## config.mk

```make
export PLATFORM = sky130hd
export DESIGN_NAME = nmea_sentence_framer_unit
export DESIGN_NICKNAME = d
export VERILOG_FILES = /design/src/sv/nsf_pkg.sv /design/src/sv/nsf_in_reg.sv /design/src/sv/nsf_framer.sv /design/src/sv/nmea_sentence_framer_unit.sv
export SDC_FILE = /design/constraint.sdc
export NUM_CORES = 1
export LEC_CHECK = 0
export BUFFER_PORTS_ARGS = -buffer_cell sky130_fd_sc_hd__buf_4
export CORE_MARGIN = 4
export CORE_UTILIZATION = 50
export DETAILED_ROUTE_END_ITERATION = 6
export PLACE_DENSITY = 0.77
export REMOVE_ABC_BUFFERS = 1
export SLEW_MARGIN = 5
export SYNTH_ARGS = -nofsm -noshare
export SYNTH_HDL_FRONTEND = slang
export SYNTH_SLANG_ARGS = --single-unit
```

## constraint.sdc

```tcl
create_clock -name clk -period 14.5 [get_ports clk]
set_clock_uncertainty 0.1 [all_clocks]
set_input_delay 1.45 -clock clk [delete_from_list [all_inputs] [get_ports clk]]
set_output_delay 1.45 -clock clk [all_outputs]
set_load 0.01 [all_outputs]
```

## src/sv/nsf_pkg.sv

```systemverilog
// Shared types, codes and helpers for the NMEA sentence framer.
// No dependencies; imported by every module of the block.
package nsf_pkg;

  localparam logic [7:0] CH_NUL   = 8'h00;
  localparam logic [7:0] CH_LF    = 8'h0A;
  localparam logic [7:0] CH_CR    = 8'h0D;
  localparam logic [7:0] CH_BANG  = 8'h21;
  localparam logic [7:0] CH_DOLL  = 8'h24;
  localparam logic [7:0] CH_STAR  = 8'h2A;
  localparam logic [7:0] CH_PR_LO = 8'h20;
  localparam logic [7:0] CH_PR_HI = 8'h7E;

  localparam int unsigned CFG_W = 9;
  localparam int unsigned LEN_W = 9;
  localparam logic [CFG_W-1:0] CFG_RESET = 9'd256;

  typedef enum logic [2:0] {
    ST_HUNT  = 3'd0,
    ST_BODY  = 3'd1,
    ST_HEXHI = 3'd2,
    ST_HEXLO = 3'd3,
    ST_CR    = 3'd4,
    ST_LF    = 3'd5,
    ST_END   = 3'd6,
    ST_EOF   = 3'd7
  } nsf_state_t;

  // One received character as it leaves the input register.
  typedef struct packed {
    logic [7:0] chr;
    logic       eoi;
  } nsf_item_t;

  // One result item.
  typedef struct packed {
    logic             overflow;
    logic             checksum_ok;
    logic [7:0]       checksum_recv;
    logic [7:0]       checksum_calc;
    logic [LEN_W-1:0] sentence_length;
    logic             sentence_done;
    logic [7:0]       save_index;
    logic [7:0]       save_byte;
    logic             save_valid;
    logic [2:0]       state_code;
  } nsf_result_t;

  // Uppercase hex digit decode: {valid, nibble}.
  function automatic logic [4:0] hex_decode(input logic [7:0] c);
    logic [4:0] r;
    r = 5'd0;
    if (c >= 8'h30 && c <= 8'h39) begin
      r = {1'b1, c[3:0]};
    end else if (c >= 8'h41 && c <= 8'h46) begin
      r = {1'b1, 4'(c[3:0] + 4'd9)};
    end
    return r;
  endfunction

endpackage

```

## src/sv/nsf_in_reg.sv

```systemverilog
// Input register stage of the NMEA sentence framer: holds one request
// until the framer takes it. Depends on nsf_pkg.
module nsf_in_reg (
  input  logic              clk,
  input  logic              rst_n,
  input  logic              in_tvalid,
  output logic              in_tready,
  input  logic [7:0]        in_tdata,   // [7:0] in_byte
  input  logic              in_tuser,   // [0] end_of_input
  input  logic              take,
  output logic              item_valid,
  output nsf_pkg::nsf_item_t item
);
  import nsf_pkg::*;

  logic      valid_r;
  nsf_item_t item_r;

  // Refill in the same cycle the held request is taken.
  assign in_tready  = !valid_r || take;
  assign item_valid = valid_r;
  assign item       = item_r;

  always_ff @(posedge clk) begin
    if (!rst_n) begin
      valid_r <= 1'b0;
    end else if (in_tready) begin
      valid_r <= in_tvalid;
    end
  end

  always_ff @(posedge clk) begin
    if (in_tready && in_tvalid) begin
      item_r <= '{chr: in_tdata, eoi: in_tuser};
    end
  end

endmodule

```

## src/sv/nsf_framer.sv

```systemverilog
// Sentence framing state machine: state, byte count, running XOR and
// received checksum, with the single-step update. Depends on nsf_pkg.
module nsf_framer #(
  parameter int unsigned MAX_BUFFER = 256
) (
  input  logic                        clk,
  input  logic                        rst_n,
  input  logic                        step_en,
  input  nsf_pkg::nsf_item_t          item,
  input  logic [nsf_pkg::CFG_W-1:0]   buffer_size,
  output nsf_pkg::nsf_result_t        result
);
  import nsf_pkg::*;

  localparam int unsigned BW_W = $clog2(MAX_BUFFER + 1);
  localparam int unsigned CW   = (BW_W > CFG_W) ? BW_W : CFG_W;
  localparam logic [CW-1:0] MAX_C = CW'(MAX_BUFFER);

  nsf_state_t     state_r, state_nxt, st0;
  logic [BW_W-1:0] bw_r, bw_nxt;
  logic [7:0]     xor_r, xor_nxt;
  logic [7:0]     recv_r, recv_nxt;

  logic [7:0]     c;
  logic           is_start;
  logic [CW-1:0]  size, base, base1;
  logic           fits, fits2;
  logic [4:0]     hx;
  logic           save, done, ovf;

  assign c        = item.chr;
  assign is_start = (c == CH_DOLL) || (c == CH_BANG);
  assign size     = (CW'(buffer_size) > MAX_C) ? MAX_C : CW'(buffer_size);
  assign hx       = hex_decode(c);

  // Restart characters force the hunt before the per-state decision.
  always_comb begin
    st0 = state_r;
    if (item.eoi) begin
      st0 = ST_EOF;
    end else if (c == CH_NUL || is_start) begin
      st0 = ST_HUNT;
    end else if (c == CH_CR || c == CH_LF) begin
      st0 = state_r;
    end else if (c < CH_PR_LO || c > CH_PR_HI) begin
      st0 = ST_HUNT;
    end
  end

  // A new sentence counts from zero.
  assign base  = (st0 == ST_HUNT && is_start) ? '0 : CW'(bw_r);
  assign base1 = base + CW'(1);
  assign fits  = base < size;
  assign fits2 = base1 < size;

  // Next state
  always_comb begin
    state_nxt = st0;
    case (st0)
      ST_HUNT: begin
        if (is_start && size != '0) begin
          state_nxt = ST_BODY;
        end
      end
      ST_BODY: begin
        if (!fits) begin
          state_nxt = ST_HUNT;
        end else if (c == CH_STAR) begin
          state_nxt = ST_HEXHI;
        end
      end
      ST_HEXHI: state_nxt = (hx[4] && fits) ? ST_HEXLO : ST_HUNT;
      ST_HEXLO: state_nxt = (hx[4] && fits) ? ST_CR : ST_HUNT;
      ST_CR:    state_nxt = (c == CH_CR && fits) ? ST_LF : ST_HUNT;
      ST_LF:    state_nxt = (c == CH_LF && fits2) ? ST_END : ST_HUNT;
      default:  state_nxt = st0;
    endcase
  end

  // Step outputs
  always_comb begin
    save = 1'b0;
    done = 1'b0;
    ovf  = 1'b0;
    case (st0)
      ST_HUNT: begin
        if (is_start) begin
          save = size != '0;
          ovf  = size == '0;
        end
      end
      ST_BODY: begin
        save = fits;
        ovf  = !fits;
      end
      ST_HEXHI, ST_HEXLO: begin
        save = hx[4] && fits;
        ovf  = hx[4] && !fits;
      end
      ST_CR: begin
        save = (c == CH_CR) && fits;
        ovf  = (c == CH_CR) && !fits;
      end
      ST_LF: begin
        save = (c == CH_LF) && fits2;
        done = (c == CH_LF) && fits2;
        ovf  = (c == CH_LF) && !fits2;
      end
      default: begin
        save = 1'b0;
      end
    endcase
  end

  always_comb begin
    xor_nxt  = xor_r;
    recv_nxt = recv_r;
    if (st0 == ST_HUNT && is_start) begin
      xor_nxt = 8'h00;
    end
    if (save && st0 == ST_BODY && c != CH_STAR) begin
      xor_nxt = xor_r ^ c;
    end
    if (save && st0 == ST_HEXHI) begin
      recv_nxt = {hx[3:0], 4'h0};
    end
    if (save && st0 == ST_HEXLO) begin
      recv_nxt = {recv_r[7:4], hx[3:0]};
    end
  end

  // Count the LF and the implied NUL on completion.
  always_comb begin
    if (st0 == ST_EOF) begin
      bw_nxt = '0;
    end else if (done) begin
      bw_nxt = BW_W'(base + CW'(2));
    end else if (save) begin
      bw_nxt = BW_W'(base1);
    end else begin
      bw_nxt = BW_W'(base);
    end
  end

  always_ff @(posedge clk) begin
    if (!rst_n) begin
      state_r <= ST_HUNT;
      bw_r    <= '0;
      xor_r   <= 8'h00;
      recv_r  <= 8'h00;
    end else if (step_en) begin
      state_r <= state_nxt;
      bw_r    <= bw_nxt;
      xor_r   <= xor_nxt;
      recv_r  <= recv_nxt;
    end
  end

  always_comb begin
    result.state_code      = state_nxt;
    result.save_valid      = save;
    result.save_byte       = save ? c : 8'h00;
    result.save_index      = save ? base[7:0] : 8'h00;
    result.sentence_done   = done;
    result.sentence_length = done ? LEN_W'(base + CW'(2)) : '0;
    result.checksum_calc   = xor_nxt;
    result.checksum_recv   = recv_nxt;
    result.checksum_ok     = done && (xor_nxt == recv_nxt);
    result.overflow        = ovf;
  end

endmodule

```

## src/sv/nmea_sentence_framer_unit.sv

```systemverilog
// NMEA 0183 sentence framer, top level: configuration register, input
// register, framer and result register. Depends on nsf_pkg, nsf_in_reg, nsf_framer.
//
// Usage: one received character enters per request on the in_ channel
// (in_tdata = character, in_tuser = end-of-input flag). Every request
// yields exactly one result request on the out_ channel carrying the state
// after the character, the stored byte and its buffer index, and at the
// closing LF the sentence length and the checksum comparison.
// The character sits in the input register and passes through the framer
// into the result register, which drives out_tvalid.
// Throughput is one character per cycle while out_tready stays high; the
// single state update per character through the framer sets that figure.
// When the receiver holds out_tready low, the result register holds and the
// input register takes one more request only if it is empty; in_tready then drops.
// Reset (rst_n low, synchronous) empties both registers, puts the framer
// in the hunt state with count, XOR and received checksum at zero, and
// sets buffer_size to 256. Write cfg_wr_data with cfg_wr_en only while idle.
module nmea_sentence_framer_unit #(
  parameter int unsigned MAX_BUFFER = 256
) (
  input  logic                      clk,
  input  logic                      rst_n,
  input  logic                      cfg_wr_en,
  input  logic [nsf_pkg::CFG_W-1:0] cfg_wr_data,  // buffer_size
  input  logic                      in_tvalid,
  output logic                      in_tready,
  input  logic [7:0]                in_tdata,     // [7:0] in_byte
  input  logic                      in_tuser,     // [0] end_of_input
  output logic                      out_tvalid,
  input  logic                      out_tready,
  // [2:0] state_code, [3] save_valid, [11:4] save_byte, [19:12] save_index,
  // [20] sentence_done, [29:21] sentence_length, [37:30] checksum_calc,
  // [45:38] checksum_recv, [46] checksum_ok, [47] overflow
  output logic [47:0]               out_tdata
);
  import nsf_pkg::*;

  logic [CFG_W-1:0] buf_size_r;
  logic             item_valid;
  nsf_item_t        item;
  logic             advance;
  nsf_result_t      res;
  nsf_result_t      res_r;
  logic             out_valid_r;

  always_ff @(posedge clk) begin
    if (!rst_n) begin
      buf_size_r <= CFG_RESET;
    end else if (cfg_wr_en) begin
      buf_size_r <= cfg_wr_data;
    end
  end

  // Step the framer when the result register is free or being drained.
  assign advance = item_valid && (!out_valid_r || out_tready);

  nsf_in_reg u_in_reg (
    .clk        (clk),
    .rst_n      (rst_n),
    .in_tvalid  (in_tvalid),
    .in_tready  (in_tready),
    .in_tdata   (in_tdata),
    .in_tuser   (in_tuser),
    .take       (advance),
    .item_valid (item_valid),
    .item       (item)
  );

  nsf_framer #(
    .MAX_BUFFER (MAX_BUFFER)
  ) u_framer (
    .clk         (clk),
    .rst_n       (rst_n),
    .step_en     (advance),
    .item        (item),
    .buffer_size (buf_size_r),
    .result      (res)
  );

  always_ff @(posedge clk) begin
    if (!rst_n) begin
      out_valid_r <= 1'b0;
    end else if (!out_valid_r || out_tready) begin
      out_valid_r <= item_valid;
    end
  end

  always_ff @(posedge clk) begin
    if (advance) begin
      res_r <= res;
    end
  end

  assign out_tvalid = out_valid_r;
  assign out_tdata  = {res_r.overflow, res_r.checksum_ok, res_r.checksum_recv,
                       res_r.checksum_calc, res_r.sentence_length,
                       res_r.sentence_done, res_r.save_index, res_r.save_byte,
                       res_r.save_valid, res_r.state_code};

endmodule
```

==> results of run 1 <==
-- sequential cells by signal (all words and copies together), names as in the netlist --
signal / count
out_tdata: 48
u_in_reg.item: 9
u_framer.state_r: 3
u_framer.bw_r: 9
u_framer.recv_r: 8
out_tvalid: 1
buf_size_r: 9
u_framer.xor_r: 8
u_in_reg.item_valid: 1
-- worst paths after layout --
kind,to,from,cells past startpoint
worst max-delay path,u_framer.bw_r[5]$_SDFFE_PN0P_,u_in_reg.item[1]$_DFFE_PP_,22
worst min-delay path,u_framer.xor_r[7]$_SDFFE_PN0P_,u_framer.xor_r[7]$_SDFFE_PN0P_,2
worst max register to register,u_framer.bw_r[5]$_SDFFE_PN0P_,u_in_reg.item[1]$_DFFE_PP_,22
worst min register to register,u_framer.xor_r[7]$_SDFFE_PN0P_,u_framer.xor_r[7]$_SDFFE_PN0P_,2
-- critical path, cell delays in order, from the launching register on --
cell and delay, ns:
edfxtp_1 0.48, inv_1 0.13, ha_1 0.23, mux2_4 0.27
nand3_1 0.71, nand2_1 0.23, inv_1 0.17, ha_1 0.23
nand3_1 0.16, nor2_1 0.29, nand2_1 0.11, xor2_1 0.16
nor2_1 0.12, ha_1 0.28, a21oi_1 0.17, nand2_1 0.07
and3_1 0.21, or4_4 0.66, o211a_1 0.46, clkinv_4 0.19
a31oi_1 0.11, or4_1 0.40, a31oi_1 0.16
-- cells in the final DEF (no fill, tap or decap), types with 13 or more instances in the layout --
master    netlist  layout
buf_4           0      74
ha_1           21      21
nand2_1        49      49
edfxtp_1       57      57
nor3_1         22      22
dfxtp_1        39      39
a21oi_1        19      19
mux2i_1        20      20
nand4_1        13      13
inv_1          28      27
nor2_1         83      83
-- cells by family after synthesis --
| group | after synthesis |
|---|---|
| XOR/XNOR | 22 |
| other | 1 |
| AO/OA/AOI/OAI | 80 |
| AND/OR/NAND/NOR | 221 |
| multiplexers | 22 |
| flip-flops | 96 |
| buffers and inverters | 60 |
| adder cells (fa/ha/maj) | 21 |
-- per-layer routing --
| metal | part of all wire, % | wire length (µm) | vias up | global-route usage (%) |
|---|---|---|---|---|
| met4 | 3.4 | 428 | 0 | 9.44 |
| met1 | 41 | 5110 | 1941 | 26.4 |
| li1 | - | - | 1975 | - |
| met5 | 0 | 0 | - | 0 |
| met3 | 5.4 | 676 | 34 | 4.85 |
| met2 | 51 | 6370 | 122 | 38.2 |
-- cell usage after synthesis (4+ instances only) --
library cell	number	area (µm²)
a211oi_1	4	30.0
a21oi_1	19	95.1
a22oi_1	4	30.0
a31oi_1	4	25.0
and2_1	9	56.3
clkbuf_1	24	90.1
dfxtp_1	39	781
edfxtp_1	57	1710
ha_1	21	263
inv_1	28	105
mux2i_1	20	200
nand2_1	49	184
nand3_1	11	55.1
nand4_1	13	81.3
nor2_1	83	312
nor2b_1	5	31.3
nor3_1	22	110
nor3b_1	4	30.0
nor4_1	5	31.3
o211ai_1	6	45.0
o21ai_0	8	40.0
xnor2_1	12	105
xor2_1	10	87.6
-- area by class of cell --
class	count	share of cell area, %
Clock buffer	12	2.64
Clock inverter	4	0.468
Inverter	30	2.00
Multi-Input combinational cell	367	40.3
Sequential cell	96	42.4
Tap cell	133	2.83
Timing Repair Buffer	74	9.44
-- power by group through the flow --
stage               registers [mW]  logic, mW  clock network [mW]
floorplan                    0.318     0.0306                   0
global placement             0.316     0.0572                   0
detailed placement           0.317     0.0582                   0
CTS                          0.310     0.0585               0.172
global route                 0.312     0.0637               0.184
finish                       0.311     0.0581               0.168
-- per-stage QoR --
| step | power, mW | area, µm² | utilization [%] | setup slack, ns |
|---|---|---|---|---|
| 2_1_floorplan | 0.349 | 4980 | - | 9.32 |
| 3_3_place_gp | 0.374 | 5700 | 57.8 | 8.52 |
| 3_5_place_dp | 0.375 | 5700 | 57.8 | 8.30 |
| 4_1_cts | 0.541 | 5880 | 59.7 | 8.27 |
| 5_1_grt | 0.560 | 5880 | 59.7 | 7.68 |
| 6_report | 0.537 | 5880 | 59.7 | 8.30 |
==> impl_metrics.toml, run 1 <==
[clocking]
htree_num_levels = 3
cts_resized = 0
clkSinkCount = 96
ctsHoldBuffers = 0
cts.path.max_buffers = 2
cts_setup_buffers = 0
clock_latency_ns = 0.37
cts_made_buffers = 9
cts_tree = "done"
clk_pin_slew_worst_paths_ns = 0.10
clockRootBuffer = "clkbuf_8"

[sta]
clock.fmax_mhz = 161
holdWs_ns = 0.349
grt_setup_unrepaired = "false"
finalHoldViolCount = 0
min_period_ns = 6.20
fin_setup_tns_ns = 0
worstMarginPinSlew_ns = 1.16
maxSlewViolCount = 0
setup_viol = 0
finalCritPeriodShare_pct = 42.8
maxSlewHeadroom_pct = 22.9

[route]
firstDrtPassIters = 4
wl_mm = 12.6
drt-vias-per-instance = 5.69
ant_nets = 0
drtIter0Drc = 213
wl_per_cell_um = 17.6
drc = 0
vias = 4072

[synth]
synth-seq-cells = 96
async_flop_share_pct = 0
synthXorXnorAreaFrac_pct = 3.76
syn_avg_cell_area_um2 = 9.79
syn_area_um2 = 5120
synth_edf_count = 57
synth_warnings = 0
synthMuxAreaShare_pct = 4.42
yosys.area_share.simple_pct = 21.2
ys_types = 67
synthFlopType = "edfxtp_1"
synth_compound_area_share_pct = 11.7
ys_seq_area_share_pct = 48.7
synth_fa_ha_area_share_pct = 5.13
synthCells = 523
synth_top_family_by_area = "simple AND/OR/NAND/NOR gates"

[power_and_ir_drop]
switchingPower_uw = 139
p_leak_nw = 2.37
p_int_uw = 398
power_frac_comb_pct = 10.8
peakVddDrop_mv = 0.0651
power_density_nw_per_um2 = 91.2
switching_share_pct = 25.8
seqPwrFrac_pct = 57.9
p_clk_share_pct = 31.3

[global_routing]
grt_pass1_wl_mm = 20.3
antenna_found_initial = 0
overflow = 0
grt_max_degree = 50
grt_usage_pct = 22.1
first_global_vias = 4031

[die]
core_um2 = 9860
rows = 36
start_util_pct = 51.9
ioPinCount = 73
floorplan.die.height_um = 109
dieArea_um2 = 11900
dieWidth_um = 109

[layout]
diodes = 0
drive_gt1_share_pct = 18.2
synthToLayoutAreaGrowth_pct = 15.0
fin_nets = 622
fill_cells = 841
seq_area_um2 = 2490
multi_input_area_um2 = 2370
instances_no_fill = 716

[critical_path]
cp-end-kind = "register"
arrival_ns = 6.38
worst_ep_required_time_ns = 14.68
r2r_slack_ns = 8.30
crit_path_start_kind = "register"
critPathKind = "register to register"
cp_max_fo = 22

[place]
io_buffers = 72
place_inst = 700
gp_congestion = 0.922
dp_hpwl_mm = 9.13

[run]
maxCapViolations = 0

[status]
status = "completed"

[worst_hold_path]
hold_class = "register to register"
Note: power is estimated with default switching activity, not from simulation.
==> run 2, diff against run 1 <==
--- a/config.mk
+++ b/config.mk
@@ -5,11 +5,12 @@
 export SDC_FILE = /design/constraint.sdc
 export NUM_CORES = 1
 export LEC_CHECK = 0
+export ABC_AREA = 1
 export BUFFER_PORTS_ARGS = -buffer_cell sky130_fd_sc_hd__buf_4
 export CORE_MARGIN = 4
 export CORE_UTILIZATION = 50
 export DETAILED_ROUTE_END_ITERATION = 6
-export PLACE_DENSITY = 0.77
+export PLACE_DENSITY = 0.8
 export REMOVE_ABC_BUFFERS = 1
 export SLEW_MARGIN = 5
 export SYNTH_ARGS = -nofsm -noshare
==> constraint.sdc (replaced) <==
create_clock -name clk -period 5.2 [get_ports clk]
set_clock_uncertainty 0.1 [all_clocks]
set_input_delay 0.52 -clock clk [delete_from_list [all_inputs] [get_ports clk]]
set_output_delay 0.52 -clock clk [all_outputs]
set_load 0.01 [all_outputs]
==> run 2 against run 1 <==
Register-to-register slack worse by 7.8 ns; critical path depth grew 3; worst setup slack worse by 7.8 ns; die area rose by 2.8%.
==> impl_metrics.toml, run 2 <==
[clocking]
clk_pin_slew_worst_paths_ns = 0.10
cts_made_buffers = 9
ctsHoldBuffers = 0
clkSinkCount = 96
cts.path.max_buffers = 2
clockRootBuffer = "clkbuf_8"
htree_num_levels = 3
cts_tree = "done"
clock_latency_ns = 0.37

[sta]
finalWorstSetupSlack_ns = 0.510
setup_viol = 0
finalCritPeriodShare_pct = 90.2
finalHoldViolCount = 0
worstMarginPinSlew_ns = 1.09
fin_setup_tns_ns = 0
maxSlewHeadroom_pct = 27.2
maxSlewViolCount = 0
clock.fmax_mhz = 213
grt_setup_unrepaired = "false"
min_period_ns = 4.69

[synth]
synth_largest_area_cell = "edfxtp_1"
synth.most_common_cell = "nand2_1"
synth-seq-cells = 96
async_flop_share_pct = 0
ys_top_cells_by_area = "edfxtp_1 32%, dfxtp_1 15%, nand2_1 11%, inv_1 5.2%, nor2_1 5.2%"
synth_common_cells = "152 x nand2_1, 73 x inv_1, 73 x nor2_1"
syn_avg_cell_area_um2 = 8.16
syn_area_um2 = 5270
ys_seq_area_share_pct = 47.3
ys_types = 44
synth_top_area_share_pct = 32.5
synth_edf_count = 57
synth_warnings = 0
synthCells = 646
synthFlopType = "edfxtp_1"

[global_routing]
first_global_vias = 4104
grt_max_degree = 61
grt_usage_pct = 19.7
overflow = 0
grtUsageMet1_pct = 28.4
grt_pass1_wl_mm = 19.8
top_usage_layer = "met2"
antenna_found_initial = 0
use_met3_pct = 3.88
grt_util_met2_pct = 30.1

[critical_path]
cp-end-kind = "register"
critPathKind = "register to register"
r2r_slack_ns = 0.51
arrival_ns = 4.71
crit_path_start_kind = "register"
cp_max_fo = 18
worst_ep_required_time_ns = 5.22

[route]
drt-vias-per-instance = 5.17
wl_mm = 11.9
drc = 0
drtIter0Drc = 257
firstDrtPassIters = 5
ant_nets = 0
vias = 4443
wl_per_cell_um = 13.9

[place]
gp_congestion = 0.917
io_buffers = 72
dp_hpwl_mm = 9.04
dp_worst_setup_slack_ns = 0.423

[power_and_ir_drop]
peakVddDrop_mv = 0.123
power_density_nw_per_um2 = 258
p_leak_nw = 2.88

[layout]
layout_common_cells = "152 x nand2_1, 75 x buf_4, 73 x nor2_1"
fin_nets = 762
synthToLayoutAreaGrowth_pct = 16.4
layout_commonest_cell = "nand2_1"
diodes = 0
drive_gt1_share_pct = 19.2
fill_cells = 944
largest_reg_flops = 48
fin_util_pct = 59.7

[die]
ioPinCount = 73
floorplan.die.height_um = 111
rows = 37
core_um2 = 10300
dieWidth_um = 111
start_util_pct = 51.3
dieArea_um2 = 12300

[run]
maxCapViolations = 0

[status]
status = "completed"

[worst_hold_path]
hold_class = "input port to register"
[run 2: cell count changes after synthesis, sizes merged, moves of 9 or more]
cell	previous run	this run
and2	9	0
o21ai	11	38
nor3	23	6
clkbuf	24	8
nand2	49	171
mux2i	20	0
nand3	11	50
inv	28	86
a21oi	19	39
[run 2: final timing paths]
path | startpoint | end | cells after the start
max reg2reg | u_in_reg.item[2]$_DFFE_PP_ | out_tdata[17]$_SDFFCE_PP0P_ | 25
max | u_in_reg.item[2]$_DFFE_PP_ | out_tdata[17]$_SDFFCE_PP0P_ | 25
min reg2reg | u_framer.xor_r[7]$_SDFFE_PN0P_ | u_framer.xor_r[7]$_SDFFE_PN0P_ | 2
min | in_tdata[2] | u_in_reg.item[3]$_DFFE_PP_ | 1
[run 2: critical path: stages, from the launching register on]
cell,delay (ns)
edfxtp_1,0.44
inv_1,0.16
ha_1,0.25
nand3_2,0.09
nand2_2,0.10
nand3_4,0.18
nand2_1,0.16
inv_1,0.17
ha_1,0.19
inv_1,0.06
nor2_1,0.17
nand2_1,0.11
nor2_1,0.17
nand2_1,0.09
nand2_1,0.06
o21ai_1,0.08
ha_1,0.32
nand4_1,0.12
nor3_1,0.25
a21oi_2,0.13
nand2_4,0.20
nand2_1,0.13
nor2_4,0.21
nand2_4,0.14
inv_2,0.27
nor2_1,0.09
[run 2: stage by stage]
stage	cell area, µm²	instances	power [mW]	hold WS (ns)
floorplan	5190	632	1.00	0.328
global placement	5910	842	1.07	0.337
detailed placement	5910	842	1.08	0.356
CTS	6120	858	1.59	0.198
global route	6140	859	1.65	0.194
finish	6140	859	1.58	0.212
[run 2: logic make-up after synthesis]
group,Yosys count,synth area share [%]
and+or+nand+nor,324,28.6
buffers and inverters,103,8.02
DFF,96,47.3
AOI/OAI and AO/OA,87,8.71
adders and majority gates,21,4.98
xor gates and xnor gates,14,2.33
other,1,0.0711
[run 2: metal layers]
metal	vias to the layer above	part of all wire [%]
met5	-	0
met4	0	1.6
met3	21	5.6
met2	139	43
met1	2028	49
li1	2255	-
[run 2: repair_timing]
item / CTS / global route
resized for setup: 0 / 2
buffers inserted: 0 / 1
setup endpoints to repair: 0 / 23
hold endpoints to repair: 0 / 0
[run 2: layout make-up]
type,instances,area (µm²),share of cell area [%]
sequential,96,2490,40.6
multi-input combinational,447,2370,38.6
timing repair buffer,75,563,9.17
inverter,89,337,5.48
tap,136,170,2.77
clock buffer,10,138,2.24
clock inverter,6,71.3,1.16
[run 2: power by group]
part	leakage [nW]	switching, mW	total (mW)	internal, mW
Clock	0.107	0.276	0.519	0.243
Sequential	0.872	0.0217	0.865	0.843
Combinational	1.90	0.122	0.197	0.0750
